$ cat config.mk
export PLATFORM = sky130hd
export DESIGN_NAME = access_lockout_sequencer_core
export DESIGN_NICKNAME = d
export VERILOG_FILES = /design/src/rtl/core/als_pkg.sv /design/src/rtl/core/als_ram.sv /design/src/rtl/core/als_datapath.sv /design/src/rtl/core/als_ctrl.sv /design/src/rtl/core/access_lockout_sequencer_core.sv
export SDC_FILE = /design/constraint.sdc
export NUM_CORES = 2
export LEC_CHECK = 0
export BUFFER_PORTS_ARGS = -buffer_cell sky130_fd_sc_hd__buf_2
export CORE_UTILIZATION = 55
export CTS_BUF_LIST = sky130_fd_sc_hd__clkbuf_8
export DETAILED_ROUTE_END_ITERATION = 8
export GPL_ROUTABILITY_DRIVEN = 0
export GPL_TIMING_DRIVEN = 0
export PLACE_DENSITY = 0.78
export SLEW_MARGIN = 20
export SYNTH_ARGS = -nofsm -noshare
export SYNTH_HDL_FRONTEND = slang
export SYNTH_SLANG_ARGS = --single-unit
$ cat constraint.sdc
create_clock -name clk -period 6.2 [get_ports clk]
set_input_delay 0.62 -clock clk [delete_from_list [all_inputs] [get_ports clk]]
set_output_delay 0.62 -clock clk [all_outputs]
set_load 0.02 [all_outputs]
$ cat src/rtl/core/als_pkg.sv
package als_pkg;

  localparam int ID_BITS     = 32;
  localparam int TIMER_W     = 16;
  localparam int FAIL_W      = 4;
  localparam int USED_W      = 7;
  localparam int CFG_IDX_W   = 4;
  localparam int CFG_DATA_W  = 16;

  // item kinds
  localparam logic [2:0] KIND_TICK     = 3'd0;
  localparam logic [2:0] KIND_CHECK    = 3'd1;
  localparam logic [2:0] KIND_ENROLL   = 3'd2;
  localparam logic [2:0] KIND_CLEAR    = 3'd3;
  localparam logic [2:0] KIND_RST_AUTH = 3'd4;

  // buzzer events
  localparam logic [2:0] TONE_NONE    = 3'd0;
  localparam logic [2:0] TONE_SCAN    = 3'd1;
  localparam logic [2:0] TONE_PROCESS = 3'd2;
  localparam logic [2:0] TONE_SUCCESS = 3'd3;
  localparam logic [2:0] TONE_FAIL    = 3'd4;
  localparam logic [2:0] TONE_CHIRP   = 3'd5;
  localparam logic [2:0] TONE_SILENCE = 3'd6;

  // configuration register indexes
  localparam logic [CFG_IDX_W-1:0] CFG_WAIT    = 4'd0;
  localparam logic [CFG_IDX_W-1:0] CFG_SCAN    = 4'd1;
  localparam logic [CFG_IDX_W-1:0] CFG_PROCESS = 4'd2;
  localparam logic [CFG_IDX_W-1:0] CFG_VERIFY  = 4'd3;
  localparam logic [CFG_IDX_W-1:0] CFG_HOLD    = 4'd4;
  localparam logic [CFG_IDX_W-1:0] CFG_ALARM   = 4'd5;
  localparam logic [CFG_IDX_W-1:0] CFG_CHIRP   = 4'd6;
  localparam logic [CFG_IDX_W-1:0] CFG_LIMIT   = 4'd7;

  // configuration reset values
  localparam logic [TIMER_W-1:0] RST_WAIT    = 16'd1000;
  localparam logic [TIMER_W-1:0] RST_SCAN    = 16'd700;
  localparam logic [TIMER_W-1:0] RST_PROCESS = 16'd900;
  localparam logic [TIMER_W-1:0] RST_VERIFY  = 16'd600;
  localparam logic [TIMER_W-1:0] RST_HOLD    = 16'd3000;
  localparam logic [TIMER_W-1:0] RST_ALARM   = 16'd30000;
  localparam logic [TIMER_W-1:0] RST_CHIRP   = 16'd500;
  localparam logic [FAIL_W-1:0]  RST_LIMIT   = 4'd3;

  typedef enum logic [2:0] {
    PH_IDLE    = 3'd0,
    PH_WAIT    = 3'd1,
    PH_SCAN    = 3'd2,
    PH_PROCESS = 3'd3,
    PH_VERIFY  = 3'd4,
    PH_GRANT   = 3'd5,
    PH_DENY    = 3'd6,
    PH_ALARM   = 3'd7
  } phase_t;

  typedef struct packed {
    logic [2:0]         kind;
    logic [ID_BITS-1:0] ident;
  } in_t;

  typedef struct packed {
    logic [2:0]        phase;
    logic [FAIL_W-1:0] fail_count;
    logic              last_granted;
    logic              last_happened;
    logic [2:0]        tone;
    logic [USED_W-1:0] entries_used;
    logic              accepted;
  } out_t;

  // controller to datapath
  typedef struct packed {
    logic search_init;
    logic search_run;
    logic apply_live;
    logic apply_verify;
  } als_cmd_t;

  // datapath to controller
  typedef struct packed {
    logic need_search;
    logic search_done;
  } als_sts_t;

endpackage

$ cat src/rtl/core/als_ram.sv
module als_ram #(
  parameter int WIDTH = 32,
  parameter int DEPTH = 64
) (
  input  logic                                   clk,
  input  logic                                   we,
  input  logic [((DEPTH > 1) ? $clog2(DEPTH) : 1)-1:0] waddr,
  input  logic [WIDTH-1:0]                       wdata,
  input  logic                                   re,
  input  logic [((DEPTH > 1) ? $clog2(DEPTH) : 1)-1:0] raddr,
  output logic [WIDTH-1:0]                       rdata
);

  logic [WIDTH-1:0] mem [DEPTH];
  logic [WIDTH-1:0] rdata_r;

  always_ff @(posedge clk) begin
    if (we) begin
      mem[waddr] <= wdata;
    end
    if (re) begin
      rdata_r <= mem[raddr];
    end
  end

  assign rdata = rdata_r;

endmodule

$ cat src/rtl/core/als_datapath.sv
module als_datapath import als_pkg::*; #(
  parameter int TABLE_DEPTH = 64
) (
  input  logic                  clk,
  input  logic                  rst_n,
  input  in_t                   in_data,
  input  als_cmd_t              cmd,
  output als_sts_t              sts,
  input  logic                  cfg_we,
  input  logic [CFG_IDX_W-1:0]  cfg_index,
  input  logic [CFG_DATA_W-1:0] cfg_data,
  output logic                  out_valid,
  output out_t                  out_data
);

  localparam int CNT_W = $clog2(TABLE_DEPTH + 1);
  localparam int IDX_W = (TABLE_DEPTH > 1) ? $clog2(TABLE_DEPTH) : 1;
  localparam logic [CNT_W-1:0] DEPTH_CNT = CNT_W'(TABLE_DEPTH);
  localparam logic [FAIL_W-1:0] FAIL_MAX = {FAIL_W{1'b1}};

  function automatic logic [TIMER_W-1:0] sat_inc(input logic [TIMER_W-1:0] v);
    sat_inc = (v == {TIMER_W{1'b1}}) ? v : v + 1'b1;
  endfunction

  // configuration
  logic [TIMER_W-1:0] wait_r, scan_r, process_r, verify_r;
  logic [TIMER_W-1:0] hold_r, alarm_r, chirp_r;
  logic [FAIL_W-1:0]  limit_r;

  // sequencer state
  phase_t             phase_r, phase_nxt;
  logic [TIMER_W-1:0] timer_r, timer_nxt;
  logic [TIMER_W-1:0] chirp_cnt_r, chirp_cnt_nxt;
  logic [FAIL_W-1:0]  fail_r, fail_nxt;
  logic               granted_r, granted_nxt;
  logic               happened_r, happened_nxt;
  logic [ID_BITS-1:0] pending_r, pending_nxt;
  logic [CNT_W-1:0]   count_r, count_nxt;

  // table search
  logic [CNT_W-1:0]   srch_idx_r;
  logic               cmp_valid_r;
  logic               found_r;
  logic               rd_en;
  logic [ID_BITS-1:0] ram_q;

  logic               out_valid_r;
  out_t               out_r;

  logic               apply;
  logic [2:0]         kind_eff;
  logic [2:0]         tone;
  logic               acc;
  logic               ram_we;
  logic [TIMER_W-1:0] tinc, cinc;
  logic [FAIL_W-1:0]  fail_inc;

  assign tinc     = sat_inc(timer_r);
  assign cinc     = sat_inc(chirp_cnt_r);
  assign fail_inc = (fail_r == FAIL_MAX) ? fail_r : fail_r + 1'b1;
  assign apply    = cmd.apply_live | cmd.apply_verify;
  // a search always ends a verify-phase tick
  assign kind_eff = cmd.apply_verify ? KIND_TICK : in_data.kind;

  assign sts.need_search = (in_data.kind == KIND_TICK) && (phase_r == PH_VERIFY) &&
                           (tinc >= verify_r);
  assign sts.search_done = !cmp_valid_r && (srch_idx_r >= count_r);

  assign rd_en = cmd.search_run && (srch_idx_r < count_r);

  als_ram #(
    .WIDTH (ID_BITS),
    .DEPTH (TABLE_DEPTH)
  ) u_table (
    .clk   (clk),
    .we    (ram_we),
    .waddr (count_r[IDX_W-1:0]),
    .wdata (in_data.ident),
    .re    (rd_en),
    .raddr (srch_idx_r[IDX_W-1:0]),
    .rdata (ram_q)
  );

  always_comb begin
    phase_nxt     = phase_r;
    timer_nxt     = timer_r;
    chirp_cnt_nxt = chirp_cnt_r;
    fail_nxt      = fail_r;
    granted_nxt   = granted_r;
    happened_nxt  = happened_r;
    pending_nxt   = pending_r;
    count_nxt     = count_r;
    tone          = TONE_NONE;
    acc           = 1'b0;
    ram_we        = 1'b0;
    if (apply) begin
      unique case (kind_eff)
        KIND_TICK: begin
          timer_nxt = tinc;
          unique case (phase_r)
            PH_IDLE: begin
              timer_nxt = '0;
            end
            PH_WAIT: begin
              if (tinc >= wait_r) begin
                phase_nxt = PH_SCAN;
                timer_nxt = '0;
                tone      = TONE_SCAN;
              end
            end
            PH_SCAN: begin
              if (tinc >= scan_r) begin
                phase_nxt = PH_PROCESS;
                timer_nxt = '0;
                tone      = TONE_PROCESS;
              end
            end
            PH_PROCESS: begin
              if (tinc >= process_r) begin
                phase_nxt = PH_VERIFY;
                timer_nxt = '0;
              end
            end
            PH_VERIFY: begin
              if (tinc >= verify_r) begin
                happened_nxt = 1'b1;
                granted_nxt  = found_r;
                timer_nxt    = '0;
                if (found_r) begin
                  phase_nxt = PH_GRANT;
                  fail_nxt  = '0;
                  tone      = TONE_SUCCESS;
                end else begin
                  phase_nxt = PH_DENY;
                  fail_nxt  = fail_inc;
                  tone      = TONE_FAIL;
                  if (fail_inc >= limit_r) begin
                    phase_nxt     = PH_ALARM;
                    chirp_cnt_nxt = chirp_r;
                  end
                end
              end
            end
            PH_GRANT, PH_DENY: begin
              if (tinc >= hold_r) begin
                phase_nxt = PH_IDLE;
                timer_nxt = '0;
              end
            end
            PH_ALARM: begin
              chirp_cnt_nxt = cinc;
              if (cinc >= chirp_r) begin
                chirp_cnt_nxt = '0;
                tone          = TONE_CHIRP;
              end
              // alarm end overrides a chirp on the same tick
              if (tinc >= alarm_r) begin
                phase_nxt = PH_IDLE;
                timer_nxt = '0;
                fail_nxt  = '0;
                tone      = TONE_SILENCE;
              end
            end
            default: begin
              timer_nxt = '0;
            end
          endcase
        end
        KIND_CHECK: begin
          if (phase_r == PH_IDLE || phase_r == PH_GRANT || phase_r == PH_DENY) begin
            pending_nxt  = in_data.ident;
            phase_nxt    = PH_WAIT;
            timer_nxt    = '0;
            happened_nxt = 1'b0;
            acc          = 1'b1;
          end
        end
        KIND_ENROLL: begin
          if (count_r < DEPTH_CNT) begin
            ram_we    = 1'b1;
            count_nxt = count_r + 1'b1;
            acc       = 1'b1;
          end
        end
        KIND_CLEAR: begin
          count_nxt = '0;
        end
        KIND_RST_AUTH: begin
          phase_nxt     = PH_IDLE;
          pending_nxt   = '0;
          happened_nxt  = 1'b0;
          timer_nxt     = '0;
          chirp_cnt_nxt = '0;
        end
        default: begin
        end
      endcase
    end
  end

  always_ff @(posedge clk) begin
    if (!rst_n) begin
      wait_r      <= RST_WAIT;
      scan_r      <= RST_SCAN;
      process_r   <= RST_PROCESS;
      verify_r    <= RST_VERIFY;
      hold_r      <= RST_HOLD;
      alarm_r     <= RST_ALARM;
      chirp_r     <= RST_CHIRP;
      limit_r     <= RST_LIMIT;
      phase_r     <= PH_IDLE;
      timer_r     <= '0;
      chirp_cnt_r <= '0;
      fail_r      <= '0;
      granted_r   <= 1'b0;
      happened_r  <= 1'b0;
      pending_r   <= '0;
      count_r     <= '0;
      srch_idx_r  <= '0;
      cmp_valid_r <= 1'b0;
      found_r     <= 1'b0;
      out_valid_r <= 1'b0;
    end else begin
      if (cfg_we) begin
        unique case (cfg_index)
          CFG_WAIT:    wait_r    <= cfg_data;
          CFG_SCAN:    scan_r    <= cfg_data;
          CFG_PROCESS: process_r <= cfg_data;
          CFG_VERIFY:  verify_r  <= cfg_data;
          CFG_HOLD:    hold_r    <= cfg_data;
          CFG_ALARM:   alarm_r   <= cfg_data;
          CFG_CHIRP:   chirp_r   <= cfg_data;
          CFG_LIMIT:   limit_r   <= cfg_data[FAIL_W-1:0];
          default: begin
          end
        endcase
      end
      phase_r     <= phase_nxt;
      timer_r     <= timer_nxt;
      chirp_cnt_r <= chirp_cnt_nxt;
      fail_r      <= fail_nxt;
      granted_r   <= granted_nxt;
      happened_r  <= happened_nxt;
      pending_r   <= pending_nxt;
      count_r     <= count_nxt;
      out_valid_r <= apply;
      if (cmd.search_init) begin
        srch_idx_r  <= '0;
        cmp_valid_r <= 1'b0;
        found_r     <= 1'b0;
      end else if (cmd.search_run) begin
        // read issued this cycle, compared the next
        if (rd_en) begin
          srch_idx_r <= srch_idx_r + 1'b1;
        end
        cmp_valid_r <= rd_en;
        if (cmp_valid_r && (ram_q == pending_r)) begin
          found_r <= 1'b1;
        end
      end
    end
  end

  always_ff @(posedge clk) begin
    if (apply) begin
      out_r.phase         <= phase_nxt;
      out_r.fail_count    <= fail_nxt;
      out_r.last_granted  <= granted_nxt;
      out_r.last_happened <= happened_nxt;
      out_r.tone          <= tone;
      out_r.entries_used  <= USED_W'(count_nxt);
      out_r.accepted      <= acc;
    end
  end

  assign out_valid = out_valid_r;
  assign out_data  = out_r;

endmodule

$ cat src/rtl/core/als_ctrl.sv
module als_ctrl import als_pkg::*; (
  input  logic     clk,
  input  logic     rst_n,
  input  logic     start,
  input  als_sts_t sts,
  output als_cmd_t cmd,
  output logic     busy
);

  typedef enum logic {
    C_IDLE   = 1'b0,
    C_SEARCH = 1'b1
  } ctrl_state_t;

  ctrl_state_t state_r, state_nxt;
  logic        busy_r;

  always_comb begin
    state_nxt = state_r;
    cmd       = '0;
    unique case (state_r)
      C_IDLE: begin
        if (start) begin
          if (sts.need_search) begin
            cmd.search_init = 1'b1;
            state_nxt       = C_SEARCH;
          end else begin
            cmd.apply_live = 1'b1;
          end
        end
      end
      C_SEARCH: begin
        cmd.search_run = 1'b1;
        if (sts.search_done) begin
          cmd.apply_verify = 1'b1;
          state_nxt        = C_IDLE;
        end
      end
      default: begin
        state_nxt = C_IDLE;
      end
    endcase
  end

  always_ff @(posedge clk) begin
    if (!rst_n) begin
      state_r <= C_IDLE;
      busy_r  <= 1'b0;
    end else begin
      state_r <= state_nxt;
      busy_r  <= (state_nxt != C_IDLE);
    end
  end

  assign busy = busy_r;

endmodule

$ cat src/rtl/core/access_lockout_sequencer_core.sv
// Access lockout sequencer. Each transfer on start/in_data (taken when busy is low) gives
// exactly one result on out_data, strobed by out_valid for one cycle; the receiver cannot
// stall, so results must be captured when the strobe is seen. For most items the result
// appears on the cycle after the transfer and busy stays low. The tick that ends the
// verifying phase searches the ID table through its single registered read port, one
// entry per cycle, with busy high during the search, and the result shows in the cycle
// busy falls. Configuration writes on cfg_* are always ready and should be made while the
// block is idle. There is no clearing pass after reset.
module access_lockout_sequencer_core import als_pkg::*; #(
  parameter int TABLE_DEPTH = 64
) (
  input  logic                  clk,
  input  logic                  rst_n,
  input  logic                  start,
  output logic                  busy,
  input  in_t                   in_data,
  output logic                  out_valid,
  output out_t                  out_data,
  input  logic                  cfg_valid,
  output logic                  cfg_ready,
  input  logic [CFG_IDX_W-1:0]  cfg_index,
  input  logic [CFG_DATA_W-1:0] cfg_data
);

  als_cmd_t cmd;
  als_sts_t sts;
  logic     ctrl_busy;
  logic     start_ok;

  assign start_ok  = start & ~ctrl_busy;
  assign cfg_ready = 1'b1;
  assign busy      = ctrl_busy;

  als_ctrl u_ctrl (
    .clk   (clk),
    .rst_n (rst_n),
    .start (start_ok),
    .sts   (sts),
    .cmd   (cmd),
    .busy  (ctrl_busy)
  );

  als_datapath #(
    .TABLE_DEPTH (TABLE_DEPTH)
  ) u_dp (
    .clk       (clk),
    .rst_n     (rst_n),
    .in_data   (in_data),
    .cmd       (cmd),
    .sts       (sts),
    .cfg_we    (cfg_valid & cfg_ready),
    .cfg_index (cfg_index),
    .cfg_data  (cfg_data),
    .out_valid (out_valid),
    .out_data  (out_data)
  );

endmodule

==> impl_metrics.sql <==
INSERT INTO impl_metrics (metric_group, metric, value, unit) VALUES
('setup_path', 'crit_chain', 'ha_1 -> and3_1 -> and2_1 -> clkbuf_1 -> nand3_1 -> and3_1 -> xor2_1 -> ha_1 -> and4_1 -> a21oi_1 -> o22ai_1 -> a211oi_1 -> and2_1 -> a2111oi_2 -> nor2_1 -> buf_2 -> a22o_1', ''),
('routing', 'remaining_drc_errors', '54', ''),
('cells_and_area', 'most-common-layout-cells', 'sky130_fd_sc_hd__edfxtp_1, sky130_fd_sc_hd__mux4_2, sky130_fd_sc_hd__clkbuf_8', ''),
('logic_synthesis', 'combinational_family_with_the_most_area_after_synthesis', 'multiplexers', ''),
('setup_path', 'path_class', 'reg2reg', ''),
('routing', 'drtPass1Iterations', '8', ''),
('power', 'power.ir.vdd_worst', '0.274', 'mV'),
('hold_path', 'hold_path_class', 'in2reg', ''),
('timing', 'report.final.hold_viol_count', '0', ''),
('clock_network', 'clkTransAtPathRegs', '0.06', 'ns'),
('logic_synthesis', 'syn_area', '0.0914', 'sq mm'),
('setup_path', 'timing.critical_path.slowest_stage_cell', 'sky130_fd_sc_hd__xor2_1', ''),
('floorplan', 'core', '0.165', 'sq mm'),
('power', 'power_density_over_cell_area', '283', 'mW/mm^2'),
('floorplan', 'initial_utilization', '55.4', '%'),
('cells_and_area', 'final_common_cell', 'sky130_fd_sc_hd__edfxtp_1', ''),
('logic_synthesis', 'synth_cells', '4562', ''),
('clock_network', 'cts_made_buffers', '367', ''),
('timing', 'final.min_clock_period', '5.65', 'ns'),
('clock_network', 'clockRootBuffer', 'sky130_fd_sc_hd__clkbuf_8', ''),
('logic_synthesis', 'yosys-mux-area-fraction', '16.7', '%'),
('floorplan', 'floorplan.rows', '149', ''),
('setup_path', 'crit_fanout', '10', ''),
('global_route', 'grt_start_max_net_pins', '66', ''),
('cells_and_area', 'fin_nets', '5289', ''),
('clock_network', 'worst_skew_pair.late_latency', '1.09', 'ns'),
('setup_path', 'setup.worst_path.end_class', 'register', ''),
('setup_path', 'first_element_of_the_critical_path', 'u_dp.timer_r[0]', ''),
('setup_path', 'cp.depth', '17', ''),
('outcome', 'result_of_the_run', 'finished, violations left', ''),
('timing', 'setup_viol', '0', ''),
('cells_and_area', 'drive_gt1_share', '26.9', '%'),
('timing', 'max_slew_margin', '18.0', '%'),
('setup_path', 'regToRegEndpoint', 'u_dp.timer_r[13]', ''),
('timing', 'final_min_period_over_clock_period', '91.2', '%'),
('logic_synthesis', 'postSynthRegisterBits', '2307', ''),
('setup_path', 'startpoint_type_of_the_worst_setup_path', 'register', ''),
('logic_synthesis', 'synth-seq-area-share', '73.5', '%'),
('routing', 'totalWireLength', '248', 'mm'),
('floorplan', 'fp.dieH', '410', 'um'),
('job', 'max_cap_viol_count', '0', ''),
('logic_synthesis', 'yosys.area_share.simple', '3.24', '%'),
('timing', 'timing.final.max_slew_violations', '0', ''),
('clock_network', 'cts.path.max_buffers', '4', ''),
('setup_path', 'worst_ep_required_time', '7.09', 'ns'),
('setup_path', 'crit_arrival', '6.55', 'ns'),
('logic_synthesis', 'synth-compound-area-share', '2.51', '%'),
('timing', 'setup_tns', '0', 'ns'),
('routing', 'drt-wirelength-per-cell', '32.7', 'um'),
('clock_network', 'clock_tree_from_tritoncts', 'built', ''),
('floorplan', 'die_w', '410', 'um'),
('logic_synthesis', 'async_flop_share', '0', '%'),
('outcome', 'violations', 'design-rule violations', ''),
('routing', 'drt-vias-per-instance', '6.60', ''),
('routing', 'final_antenna_net_count', '0', ''),
('clock_network', 'cts_htree_levels', '5', ''),
('logic_synthesis', 'post_synth_xor_area_fraction', '0.575', '%'),
('cells_and_area', 'fin_cells', '7576', ''),
('placement', 'io_buffer_count', '76', ''),
('logic_synthesis', 'yosys.area_share.adder', '1.76', '%'),
('logic_synthesis', 'synthFlopType', 'sky130_fd_sc_hd__edfxtp_1', ''),
('timing', 'max_freq', '177', 'MHz'),
('routing', 'detailedRoute.firstIterationViolations', '7401', ''),
('setup_path', 'cp-endpoint', 'u_dp.timer_r[13]', ''),
('placement', 'dpl.cell_count', '6903', ''),
('routing', 'route.vias.total', '50000', ''),
('cells_and_area', 'area_growth_syn_to_layout', '13.5', '%'),
('timing', 'clock_skews', '0.141', 'ns'),
('global_route', 'grt_antenna_before_repair', '31', ''),
('clock_network', 'numClockSinks', '2307', ''),
('placement', 'detailedPlace.worstSlack', '0.744', 'ns');
## synthesized netlist by cell type (25+ instances only)
cell,n,area [sq um]
sky130_fd_sc_hd__o211ai_1,43,323
sky130_fd_sc_hd__a21oi_1,130,651
sky130_fd_sc_hd__o21ai_0,67,335
sky130_fd_sc_hd__edfxtp_1,2100,63100
sky130_fd_sc_hd__a22o_1,29,254
sky130_fd_sc_hd__dfxtp_1,207,4140
sky130_fd_sc_hd__ha_1,128,1600
sky130_fd_sc_hd__nand2_1,307,1150
sky130_fd_sc_hd__xnor2_1,29,254
sky130_fd_sc_hd__and2_1,25,156
sky130_fd_sc_hd__nor2_1,123,462
sky130_fd_sc_hd__inv_1,129,484
sky130_fd_sc_hd__nand3_1,72,360
sky130_fd_sc_hd__buf_1,26,97.6
sky130_fd_sc_hd__mux4_2,672,15100
sky130_fd_sc_hd__buf_2,50,250
sky130_fd_sc_hd__clkbuf_1,142,533
sky130_fd_sc_hd__nand4_1,27,169
sky130_fd_sc_hd__xor2_1,31,272
## logic make-up (layout without fill, tap and decap cells)
family / Yosys count / in the layout
simple gates: 651 / 651
fa+ha+maj: 129 / 129
xor+xnor: 60 / 60
buf+inv: 363 / 1171
other cells: 1 / 18
flops: 2307 / 2307
compound gates: 363 / 363
mux: 688 / 688
## flip-flops by register name, indices dropped and copies added (netlist names), 16 cells and up
| signal | flops |
|---|---|
| u_dp.process_r | 16 |
| u_dp.chirp_cnt_r | 16 |
| u_dp.hold_r | 16 |
| u_dp.timer_r | 16 |
| u_dp.pending_r | 32 |
| u_dp.u_table.mem | 2048 |
| u_dp.verify_r | 16 |
| u_dp.u_table.rdata | 32 |
| u_dp.chirp_r | 16 |
| u_dp.wait_r | 16 |
| u_dp.out_data | 20 |
| u_dp.scan_r | 16 |
| u_dp.alarm_r | 16 |
## per-layer routing
| layer | vias up | share of wire, % | track usage, % |
|---|---|---|---|
| met4 | 22 | 5.9 | 15.9 |
| met3 | 814 | 13 | 8.97 |
| met5 | - | 0.063 | 0 |
| met2 | 3752 | 48 | 46.6 |
| li1 | 19800 | - | - |
| met1 | 25600 | 34 | 37.1 |
## through the flow
stage / total power, uW / util [%] / area [sq um]
floorplan: 17500 / - / 91400
global placement: 17800 / 57.3 / 94500
detailed placement: 17800 / 58.8 / 97000
CTS: 29400 / 62.8 / 104000
global route: 30100 / 62.8 / 104000
finish: 29300 / 62.9 / 104000
## where the power goes
| group | leakage (uW) | total, uW | internal, uW | switching, uW |
|---|---|---|---|---|
| sequential | 0.0206 | 17000 | 17000 | 18.3 |
| clock | 0.00374 | 11800 | 5960 | 5850 |
| combinational | 0.00863 | 527 | 92.7 | 434 |
## what timing repair did
item | in CTS | in global routing
gates resized for setup | 0 | 0
endpoints found under the hold margin | 140 | 0
hold buffers | 18 | 0
setup buffers | 0 | 0
## worst min path at each step
stage | cells past startpoint | slack, ns | to | from
floorplan | 2 | 0.44 | u_dp.alarm_r[11] | u_dp.alarm_r[11]
global placement | 2 | 0.44 | u_dp.process_r[4] | u_dp.process_r[4]
detailed placement | 2 | 0.45 | u_dp.verify_r[5] | u_dp.verify_r[5]
CTS | 1 | 0.02 | u_dp.u_table.mem[10][1] | in_data[1]
global route | 1 | 0.03 | u_dp.u_table.mem[10][1] | in_data[1]
finish | 1 | 0.08 | u_dp.u_table.mem[10][1] | in_data[1]
## area by class of cell
cell class	instances	area, sq um	area share [%]
flip-flops and latches	2307	67200	64.8
multi-input cells	1892	23200	22.4
clock buffers	378	5200	5.02
well taps	2189	2740	2.64
repair buffers	171	2500	2.41
clock inverters	259	1280	1.23
plain buffers	232	1020	0.982
inverters	131	492	0.474
diodes	17	42.5	0.0410
Power figures use the tool's default switching activity.
